File: src/rtl/mgps_pkg.sv
// ----------------------------------------------------------------------------
// mgps_pkg
// Shared types and constants of the mirror grid pattern sequencer.
// ----------------------------------------------------------------------------
package mgps_pkg;

  localparam int unsigned DivBits   = 8;
  localparam int unsigned LaneCount = 3;
  localparam int unsigned LaneCol   = 0;
  localparam int unsigned LaneRow   = 1;
  localparam int unsigned LaneHgt   = 2;

  localparam logic [2:0] CFG_MODE   = 3'd0;
  localparam logic [2:0] CFG_BLOCK  = 3'd1;
  localparam logic [2:0] CFG_WIDTH  = 3'd2;
  localparam logic [2:0] CFG_HEIGHT = 3'd3;
  localparam logic [2:0] CFG_CYCLES = 3'd4;

  localparam logic [3:0] MODE_XY        = 4'd0;
  localparam logic [3:0] MODE_X         = 4'd1;
  localparam logic [3:0] MODE_Y         = 4'd2;
  localparam logic [3:0] MODE_XDIAG     = 4'd3;
  localparam logic [3:0] MODE_YDIAG     = 4'd4;
  localparam logic [3:0] MODE_XY_OFF    = 4'd5;
  localparam logic [3:0] MODE_X_OFF     = 4'd6;
  localparam logic [3:0] MODE_Y_OFF     = 4'd7;
  localparam logic [3:0] MODE_X_Y       = 4'd8;
  localparam logic [3:0] MODE_XDIAG_OFF = 4'd9;
  localparam logic [3:0] MODE_YDIAG_OFF = 4'd10;
  localparam logic [3:0] MODE_XD_YD     = 4'd11;

  typedef enum logic [2:0] {
    PAT_XY    = 3'd0,
    PAT_X     = 3'd1,
    PAT_Y     = 3'd2,
    PAT_XDIAG = 3'd3,
    PAT_YDIAG = 3'd4
  } pat_e;

  typedef struct packed {
    logic [3:0]  mode;
    logic [7:0]  block;
    logic [7:0]  width;
    logic [7:0]  height;
    logic [10:0] cycles;
  } cfg_t;

  typedef struct packed {
    logic oor;
    logic zero;
    logic neg;
    pat_e pat;
  } ctrl_t;

  typedef struct packed {
    ctrl_t                                 ctrl;
    logic [DivBits-1:0]                    div;
    logic [LaneCount-1:0][DivBits-1:0]     num;
  } front_t;

  typedef struct packed {
    ctrl_t                                 ctrl;
    logic [DivBits-1:0]                    div;
    logic [LaneCount-1:0][DivBits-1:0]     num;
    logic [LaneCount-1:0][DivBits-1:0]     rem;
    logic [LaneCount-1:0][1:0]             quo;
  } div_stage_t;

endpackage

File: src/rtl/mgps_front.sv
// ----------------------------------------------------------------------------
// mgps_front
// Input stage: clamps the configuration, checks the range and decodes the
// sequence mode into a pattern, sign and blanking flag.
// ----------------------------------------------------------------------------
module mgps_front #(
  parameter int unsigned MAX_SIDE   = 128,
  parameter int unsigned MAX_CYCLES = 1024
) (
  input  logic                  clk_i,
  input  logic                  rst_ni,
  input  mgps_pkg::cfg_t        cfg_i,
  input  logic                  in_valid_i,
  output logic                  in_ready_o,
  input  logic [11:0]           frame_i,
  input  logic [6:0]            column_i,
  input  logic [6:0]            row_i,
  output logic                  out_valid_o,
  input  logic                  out_ready_i,
  output mgps_pkg::front_t      out_o
);

  localparam int unsigned SideLim  = (MAX_SIDE > 255) ? 255 : MAX_SIDE;
  localparam int unsigned CycLim   = (MAX_CYCLES > 2047) ? 2047 : MAX_CYCLES;
  localparam logic [7:0]  SideSat  = 8'(SideLim);
  localparam logic [10:0] CycSat   = 11'(CycLim);

  logic              valid_q;
  logic              load;
  mgps_pkg::front_t  data_d;
  mgps_pkg::front_t  data_q;

  logic [7:0]  b_eff;
  logic [7:0]  w_sat;
  logic [7:0]  h_sat;
  logic [10:0] c_sat;
  logic [12:0] frames;
  logic        second;
  logic        oor;

  always_comb begin
    b_eff = (cfg_i.block == 8'd0) ? 8'd1 : cfg_i.block;
    w_sat = (32'(cfg_i.width) > MAX_SIDE) ? SideSat : cfg_i.width;
    h_sat = (32'(cfg_i.height) > MAX_SIDE) ? SideSat : cfg_i.height;
    c_sat = (32'(cfg_i.cycles) > MAX_CYCLES) ? CycSat : cfg_i.cycles;

    if (cfg_i.mode <= mgps_pkg::MODE_YDIAG) begin
      frames = 13'd2;
    end else if (cfg_i.mode <= mgps_pkg::MODE_XD_YD) begin
      frames = {c_sat, 2'b00};
    end else begin
      frames = 13'd0;
    end

    oor = ({1'b0, frame_i} >= frames) || ({1'b0, column_i} >= w_sat)
       || ({1'b0, row_i} >= h_sat);
    second = (cfg_i.mode >= mgps_pkg::MODE_XY_OFF) && (frame_i >= {c_sat, 1'b0});

    data_d.ctrl.oor  = oor;
    data_d.ctrl.neg  = frame_i[0];
    data_d.ctrl.zero = second && (cfg_i.mode != mgps_pkg::MODE_X_Y)
                    && (cfg_i.mode != mgps_pkg::MODE_XD_YD);
    case (cfg_i.mode)
      mgps_pkg::MODE_XY, mgps_pkg::MODE_XY_OFF:         data_d.ctrl.pat = mgps_pkg::PAT_XY;
      mgps_pkg::MODE_X, mgps_pkg::MODE_X_OFF:           data_d.ctrl.pat = mgps_pkg::PAT_X;
      mgps_pkg::MODE_Y, mgps_pkg::MODE_Y_OFF:           data_d.ctrl.pat = mgps_pkg::PAT_Y;
      mgps_pkg::MODE_XDIAG, mgps_pkg::MODE_XDIAG_OFF:   data_d.ctrl.pat = mgps_pkg::PAT_XDIAG;
      mgps_pkg::MODE_YDIAG, mgps_pkg::MODE_YDIAG_OFF:   data_d.ctrl.pat = mgps_pkg::PAT_YDIAG;
      mgps_pkg::MODE_X_Y:
        data_d.ctrl.pat = second ? mgps_pkg::PAT_Y : mgps_pkg::PAT_X;
      default:
        data_d.ctrl.pat = second ? mgps_pkg::PAT_YDIAG : mgps_pkg::PAT_XDIAG;
    endcase

    data_d.div                      = b_eff;
    data_d.num[mgps_pkg::LaneCol]   = {1'b0, column_i};
    data_d.num[mgps_pkg::LaneRow]   = {1'b0, row_i};
    data_d.num[mgps_pkg::LaneHgt]   = h_sat;
  end

  assign load       = !valid_q || out_ready_i;
  assign in_ready_o = load;

  always_ff @(posedge clk_i or negedge rst_ni) begin
    if (!rst_ni) begin
      valid_q <= 1'b0;
    end else if (load) begin
      valid_q <= in_valid_i;
    end
  end

  always_ff @(posedge clk_i) begin
    if (load && in_valid_i) begin
      data_q <= data_d;
    end
  end

  assign out_valid_o = valid_q;
  assign out_o       = data_q;

endmodule

File: src/rtl/mgps_div.sv
// ----------------------------------------------------------------------------
// mgps_div
// Pipelined restoring divider: one quotient bit per stage for the column,
// row and height lanes, all by the block size. Keeps the two low quotient
// bits of each lane.
// ----------------------------------------------------------------------------
module mgps_div (
  input  logic                    clk_i,
  input  logic                    rst_ni,
  input  logic                    in_valid_i,
  output logic                    in_ready_o,
  input  mgps_pkg::front_t        in_i,
  output logic                    out_valid_o,
  input  logic                    out_ready_i,
  output mgps_pkg::div_stage_t    out_o
);

  localparam int unsigned NumStages = mgps_pkg::DivBits;

  logic                  valid_q [NumStages];
  mgps_pkg::div_stage_t  stage_q [NumStages];
  logic                  stg_ready [NumStages+1];

  assign stg_ready[NumStages] = out_ready_i;

  for (genvar k = 0; k < NumStages; k++) begin : g_stage
    mgps_pkg::div_stage_t  src;
    mgps_pkg::div_stage_t  nxt;
    logic                  src_valid;

    if (k == 0) begin : g_first
      always_comb begin
        src.ctrl  = in_i.ctrl;
        src.div   = in_i.div;
        src.num   = in_i.num;
        src.rem   = '0;
        src.quo   = '0;
        src_valid = in_valid_i;
      end
    end else begin : g_next
      always_comb begin
        src       = stage_q[k-1];
        src_valid = valid_q[k-1];
      end
    end

    always_comb begin
      logic [mgps_pkg::DivBits:0] trial;
      logic                       ge;
      nxt = src;
      for (int j = 0; j < mgps_pkg::LaneCount; j++) begin
        trial = {src.rem[j], src.num[j][NumStages-1-k]};
        ge    = trial >= {1'b0, src.div};
        nxt.rem[j] = ge ? mgps_pkg::DivBits'(trial - {1'b0, src.div})
                        : trial[mgps_pkg::DivBits-1:0];
        nxt.quo[j] = {src.quo[j][0], ge};
      end
    end

    assign stg_ready[k] = !valid_q[k] || stg_ready[k+1];

    always_ff @(posedge clk_i or negedge rst_ni) begin
      if (!rst_ni) begin
        valid_q[k] <= 1'b0;
      end else if (stg_ready[k]) begin
        valid_q[k] <= src_valid;
      end
    end

    always_ff @(posedge clk_i) begin
      if (stg_ready[k] && src_valid) begin
        stage_q[k] <= nxt;
      end
    end
  end

  assign in_ready_o  = stg_ready[0];
  assign out_valid_o = valid_q[NumStages-1];
  assign out_o       = stage_q[NumStages-1];

endmodule

File: src/rtl/mgps_pattern.sv
// ----------------------------------------------------------------------------
// mgps_pattern
// Output stage: forms the grid value from the cell parities and diagonal
// phases, applies sign and blanking, and holds the result for transfer.
// ----------------------------------------------------------------------------
module mgps_pattern (
  input  logic                    clk_i,
  input  logic                    rst_ni,
  input  logic                    in_valid_i,
  output logic                    in_ready_o,
  input  mgps_pkg::div_stage_t    in_i,
  output logic                    out_valid_o,
  input  logic                    out_ready_i,
  output logic signed [1:0]       pixel_value_o,
  output logic                    out_of_range_o
);

  logic               valid_q;
  logic               load;
  logic signed [1:0]  pix_d;
  logic signed [1:0]  pix_q;
  logic               oor_q;

  logic [1:0]         cx;
  logic [1:0]         cy;
  logic [1:0]         hb;
  logic [1:0]         diag;
  logic signed [1:0]  sx;
  logic signed [1:0]  sy;
  logic signed [1:0]  val;

  always_comb begin
    cx   = in_i.quo[mgps_pkg::LaneCol];
    cy   = in_i.quo[mgps_pkg::LaneRow];
    hb   = in_i.quo[mgps_pkg::LaneHgt];
    sx   = cx[0] ? -2'sd1 : 2'sd1;
    sy   = cy[0] ? -2'sd1 : 2'sd1;
    diag = (in_i.ctrl.pat == mgps_pkg::PAT_XDIAG) ? 2'(cx + cy) : 2'(cx + hb - cy);
    case (in_i.ctrl.pat)
      mgps_pkg::PAT_XY: val = (cx[0] ^ cy[0]) ? -2'sd1 : 2'sd1;
      mgps_pkg::PAT_X:  val = sx;
      mgps_pkg::PAT_Y:  val = sy;
      default: begin
        case (diag)
          2'd0:    val = 2'sd1;
          2'd2:    val = -2'sd1;
          default: val = 2'sd0;
        endcase
      end
    endcase
    if (in_i.ctrl.oor || in_i.ctrl.zero) begin
      pix_d = 2'sd0;
    end else if (in_i.ctrl.neg) begin
      pix_d = -val;
    end else begin
      pix_d = val;
    end
  end

  assign load       = !valid_q || out_ready_i;
  assign in_ready_o = load;

  always_ff @(posedge clk_i or negedge rst_ni) begin
    if (!rst_ni) begin
      valid_q <= 1'b0;
    end else if (load) begin
      valid_q <= in_valid_i;
    end
  end

  always_ff @(posedge clk_i) begin
    if (load && in_valid_i) begin
      pix_q <= pix_d;
      oor_q <= in_i.ctrl.oor;
    end
  end

  assign out_valid_o    = valid_q;
  assign pixel_value_o  = pix_q;
  assign out_of_range_o = oor_q;

endmodule

File: src/rtl/mirror_grid_pattern_sequencer.sv
// ----------------------------------------------------------------------------
// mirror_grid_pattern_sequencer
// Pipeline: front stage, eight divider stages and output stage, each one
// registered. Throughput: one item per cycle while the output is not stalled,
// set by the one-bit-per-stage block-size divider; stages fill bubbles on stall.
// Reset: clears all stage valid bits and loads the configuration defaults
// (mode 0, block 1, width 50, height 50, cycles 1).
// ----------------------------------------------------------------------------
module mirror_grid_pattern_sequencer #(
  parameter int unsigned MAX_SIDE   = 128,
  parameter int unsigned MAX_CYCLES = 1024
) (
  input  logic         clk_i,
  input  logic         rst_ni,
  input  logic         cfg_we_i,
  input  logic [2:0]   cfg_index_i,
  input  logic [10:0]  cfg_data_i,
  input  logic         s_axis_tvalid,
  output logic         s_axis_tready,
  input  logic [31:0]  s_axis_tdata,   // frame_index[11:0], column[18:12], row[25:19]
  output logic         m_axis_tvalid,
  input  logic         m_axis_tready,
  output logic [7:0]   m_axis_tdata,   // pixel_value[1:0]
  output logic         m_axis_tuser    // out_of_range[0]
);

  mgps_pkg::cfg_t        cfg_q;
  mgps_pkg::front_t      front;
  mgps_pkg::div_stage_t  quot;
  logic                  front_valid;
  logic                  front_ready;
  logic                  div_valid;
  logic                  div_ready;
  logic signed [1:0]     pixel_value;

  always_ff @(posedge clk_i or negedge rst_ni) begin
    if (!rst_ni) begin
      cfg_q.mode   <= 4'd0;
      cfg_q.block  <= 8'd1;
      cfg_q.width  <= 8'd50;
      cfg_q.height <= 8'd50;
      cfg_q.cycles <= 11'd1;
    end else if (cfg_we_i) begin
      case (cfg_index_i)
        mgps_pkg::CFG_MODE:   cfg_q.mode   <= cfg_data_i[3:0];
        mgps_pkg::CFG_BLOCK:  cfg_q.block  <= cfg_data_i[7:0];
        mgps_pkg::CFG_WIDTH:  cfg_q.width  <= cfg_data_i[7:0];
        mgps_pkg::CFG_HEIGHT: cfg_q.height <= cfg_data_i[7:0];
        mgps_pkg::CFG_CYCLES: cfg_q.cycles <= cfg_data_i;
        default: ;
      endcase
    end
  end

  mgps_front #(
    .MAX_SIDE   (MAX_SIDE),
    .MAX_CYCLES (MAX_CYCLES)
  ) u_front (
    .clk_i       (clk_i),
    .rst_ni      (rst_ni),
    .cfg_i       (cfg_q),
    .in_valid_i  (s_axis_tvalid),
    .in_ready_o  (s_axis_tready),
    .frame_i     (s_axis_tdata[11:0]),
    .column_i    (s_axis_tdata[18:12]),
    .row_i       (s_axis_tdata[25:19]),
    .out_valid_o (front_valid),
    .out_ready_i (front_ready),
    .out_o       (front)
  );

  mgps_div u_div (
    .clk_i       (clk_i),
    .rst_ni      (rst_ni),
    .in_valid_i  (front_valid),
    .in_ready_o  (front_ready),
    .in_i        (front),
    .out_valid_o (div_valid),
    .out_ready_i (div_ready),
    .out_o       (quot)
  );

  mgps_pattern u_pattern (
    .clk_i          (clk_i),
    .rst_ni         (rst_ni),
    .in_valid_i     (div_valid),
    .in_ready_o     (div_ready),
    .in_i           (quot),
    .out_valid_o    (m_axis_tvalid),
    .out_ready_i    (m_axis_tready),
    .pixel_value_o  (pixel_value),
    .out_of_range_o (m_axis_tuser)
  );

  assign m_axis_tdata = {6'd0, pixel_value};

endmodule
File: config.mk
export PLATFORM = sky130hd
export DESIGN_NAME = mirror_grid_pattern_sequencer
export DESIGN_NICKNAME = d
export VERILOG_FILES = /design/src/rtl/mgps_pkg.sv /design/src/rtl/mgps_front.sv /design/src/rtl/mgps_div.sv /design/src/rtl/mgps_pattern.sv /design/src/rtl/mirror_grid_pattern_sequencer.sv
export SDC_FILE = /design/constraint.sdc
export NUM_CORES = 1
export LEC_CHECK = 0
export BUFFER_PORTS_ARGS = -buffer_cell sky130_fd_sc_hd__buf_2
export CELL_PAD_IN_SITES_DETAIL_PLACEMENT = 2
export CELL_PAD_IN_SITES_GLOBAL_PLACEMENT = 2
export CORE_ASPECT_RATIO = 0.7
export CORE_MARGIN = 3
export CORE_UTILIZATION = 46
export DETAILED_ROUTE_END_ITERATION = 10
export HOLD_SLACK_MARGIN = 0.08
export PLACE_DENSITY_LB_ADDON = 0.1
export SLEW_MARGIN = 15
export SYNTH_ARGS = -nofsm -noshare
export SYNTH_HDL_FRONTEND = slang
export SYNTH_HIERARCHICAL = 1
export SYNTH_SLANG_ARGS = --single-unit
export TNS_END_PERCENT = 50
File: constraint.sdc
create_clock -name clk_i -period 4.7 [get_ports clk_i]
set_input_delay 0.47 -clock clk_i [delete_from_list [all_inputs] [get_ports clk_i]]
set_output_delay 0.47 -clock clk_i [all_outputs]
set_load 0.03 [all_outputs]
==> results.sh <==
export IMPL_postCtsSetupBuffers=0
export IMPL_grt_util_met3_pct=4.02
export IMPL_worstReg2RegEnd="u_front/out_o[37]"
export IMPL_power_density_mw_per_mm2=672
export IMPL_final_core_util_pct=52.2
export IMPL_stdcell_area_mm2=0.0276
export IMPL_top_usage_layer="met2"
export IMPL_wl_um=79100
export IMPL_vias=16803
export IMPL_combinationalPowerShare_pct=42.2
export IMPL_cts_root_buf="clkbuf_16"
export IMPL_firstDrtPassIters=5
export IMPL_hpwl_um=57400
export IMPL_worstSetupEndpoint="u_front/out_o[37]"
export IMPL_p_sw_share_pct=38.4
export IMPL_grt_max_degree=60
export IMPL_path_buf_inv=0
export IMPL_finalCriticalPeriod_ns=3.23
export IMPL_internal_power_mw=11.4
export IMPL_gp_congestion=0.837
export IMPL_slew_violations=0
export IMPL_max_vdd_ir_drop_mv=0.350
export IMPL_startpoint="cfg_q[38]"
export IMPL_reg2reg_depth=10
export IMPL_crit_path_frequent_cell="a21o_1"
export IMPL_initial_core_util_pct=47.1
export IMPL_antenna_found_initial=1
export IMPL_ios=62
export IMPL_syn_cell_area_mm2=0.0249
export IMPL_worst_setup_path_start_kind="register"
export IMPL_holdWs_ns=0.124
export IMPL_postPlaceCellArea_mm2=0.0260
export IMPL_worst_setup_path_type="reg -> reg"
export IMPL_clockBufferDepth=3
export IMPL_row_count=70
export IMPL_hold_class="in -> reg"
export IMPL_cp_depth=10
export IMPL_fp_dieW_um=284
export IMPL_maxSlewHeadroom_pct=24.3
export IMPL_reg2reg_from="cfg_q[38]"
export IMPL_drv_cap=0
export IMPL_setup_violations=0
export IMPL_drc=0
export IMPL_crit_required_ns=5.02
export IMPL_rsz0062_at_grt="no"
export IMPL_clk_pin_slew_worst_paths_ns=0.07
export IMPL_io_buffers=49
export IMPL_p_leak_nw=10.9
export IMPL_worst_pin_slew_ns=1.13
export IMPL_syn_inst=1970
export IMPL_period_share_pct=68.8
export IMPL_path_delay_family="compound AO/OA/AOI/OAI gates"
export IMPL_finClkSkew_ns=0.0277
export IMPL_grtUsageMet2_pct=49.0
export IMPL_hold_viol=0
export IMPL_globalRouteTotalUtil_pct=27.7
export IMPL_placed_cells=2710
export IMPL_use_met1_pct=36.0
export IMPL_dieArea_mm2=0.0571
export IMPL_fill_cells=5104
export IMPL_grt_pass1_vias=18896
export IMPL_crit_fanout=12
export IMPL_avgSynthCellArea_um2=12.7
export IMPL_cts_resized=0
export IMPL_reg2reg_slack_ns=1.47
export IMPL_cts_hold_buf=12
export IMPL_chipHeight_um=201
export IMPL_cts_buffers=47
export IMPL_viasPerCell=5.98
export IMPL_cp_end_kind="register"
export IMPL_insertion_delay_ns=0.61
export IMPL_cp_slowest_cell="dfrtp_1"
export IMPL_place_ws_ns=1.58
export IMPL_gr_total_overflow=0
export IMPL_fin_ws_ns=1.47
export IMPL_p_seq_share_pct=37.1
export IMPL_grt_first_pass_wirelength_um=121000
export IMPL_antenna_left=0
export IMPL_core_mm2=0.0529
export IMPL_cpPeakStageDelay_ns=0.53
export IMPL_status="finished clean"
export IMPL_nNetsFinal=2336
export IMPL_final_setup_tns_ns=0
export IMPL_clockPowerShare_pct=20.7
export IMPL_stdcell_count=2812
export IMPL_htreeDepth=2
export IMPL_p_switching_mw=7.14
export IMPL_drive_gt1_share_pct=14.8
export IMPL_arrival_ns=3.56
export IMPL_clock_sinks=453
export IMPL_yosys_warnings=6
export IMPL_report_power_total_mw=18.6
export IMPL_drt_iter0_markers=1244
export IMPL_wire_per_inst_um=28.1
export IMPL_crit_chain="and2b_1, a21o_1, a21boi_4, nand2_1, ha_1, a21o_1, a21o_1, a221o_1, o21ai_1, o2111ai_1"
export IMPL_area_growth_pct=10.8
export IMPL_tritoncts="built"
export IMPL_antennaDiodeCount=0
export IMPL_fmax_mhz=309
-- registers in the layout (all words and copies together), names as in the netlist --
signal                    cells
u_div/out_valid_o             1
cfg_q                        39
u_pattern/out_of_range_o      1
u_front/out_o                36
u_pattern/pixel_value_o       2
u_div/g_stage.src_valid       7
u_div/stage_q               365
u_front/out_valid_o           1
u_pattern/out_valid_o         1
-- worst reg2reg max path, cell delays in order, from the launching register on --
cell and delay [ns]:
dfrtp_1 0.53, and2b_1 0.33, a21o_1 0.27, a21boi_4 0.35, nand2_1 0.10, ha_1 0.29, a21o_1 0.18, a21o_1 0.17
a221o_1 0.30, o21ai_1 0.27, o2111ai_1 0.15
-- power groups by stage --
stage	clock network (mW)	logic, mW	registers, mW
after detailed placement	0	7.51	6.94
after floorplan	0	5.50	6.48
final	3.84	7.84	6.89
after global placement	0	6.80	6.79
after global routing	4.09	8.59	6.99
after CTS	3.93	7.77	6.91
-- layout make-up --
type                       count  area, um^2  share of cell area (%)
inverter                     136         510                    1.85
multi-input combinational   1346       10900                    39.4
clock inverter                19         238                   0.860
sequential                   453       13400                    48.4
tap                          720         901                    3.26
clock buffer                  68        1290                    4.66
timing repair buffer          70         438                    1.59
-- placed cells by master (no fill, tap or decap), drive strengths merged, types with 56 or more instances in the layout --
cell,instances
mux2,127
nor2,76
edfxtp,404
nand2,105
ha,213
clkbuf,68
o21ai,65
inv,136
a21oi,122
nand3,58
buf,56
-- worst min path at each step --
stage	startpoint	cells after the start	endpoint
final	cfg_data_i[10]	2	cfg_q[10]
after global routing	s_axis_tdata[17]	1	u_front/out_o[5]
after CTS	s_axis_tdata[12]	1	u_front/out_o[0]
after detailed placement	u_div/stage_q[0][269]	0	u_div/stage_q[1][65]
after global placement	u_front/out_o[36]	0	u_div/stage_q[0][66]
after floorplan	rst_ni	0	cfg_q[10]
-- per-layer routing --
metal	routed length [um]	vias up	share of wire [%]
met5	13	-	0.016
met4	1900	2	2.4
met3	3570	134	4.5
met2	39500	437	50
met1	34100	8661	43
li1	-	7569	-
Power figures use the tool's default switching activity.
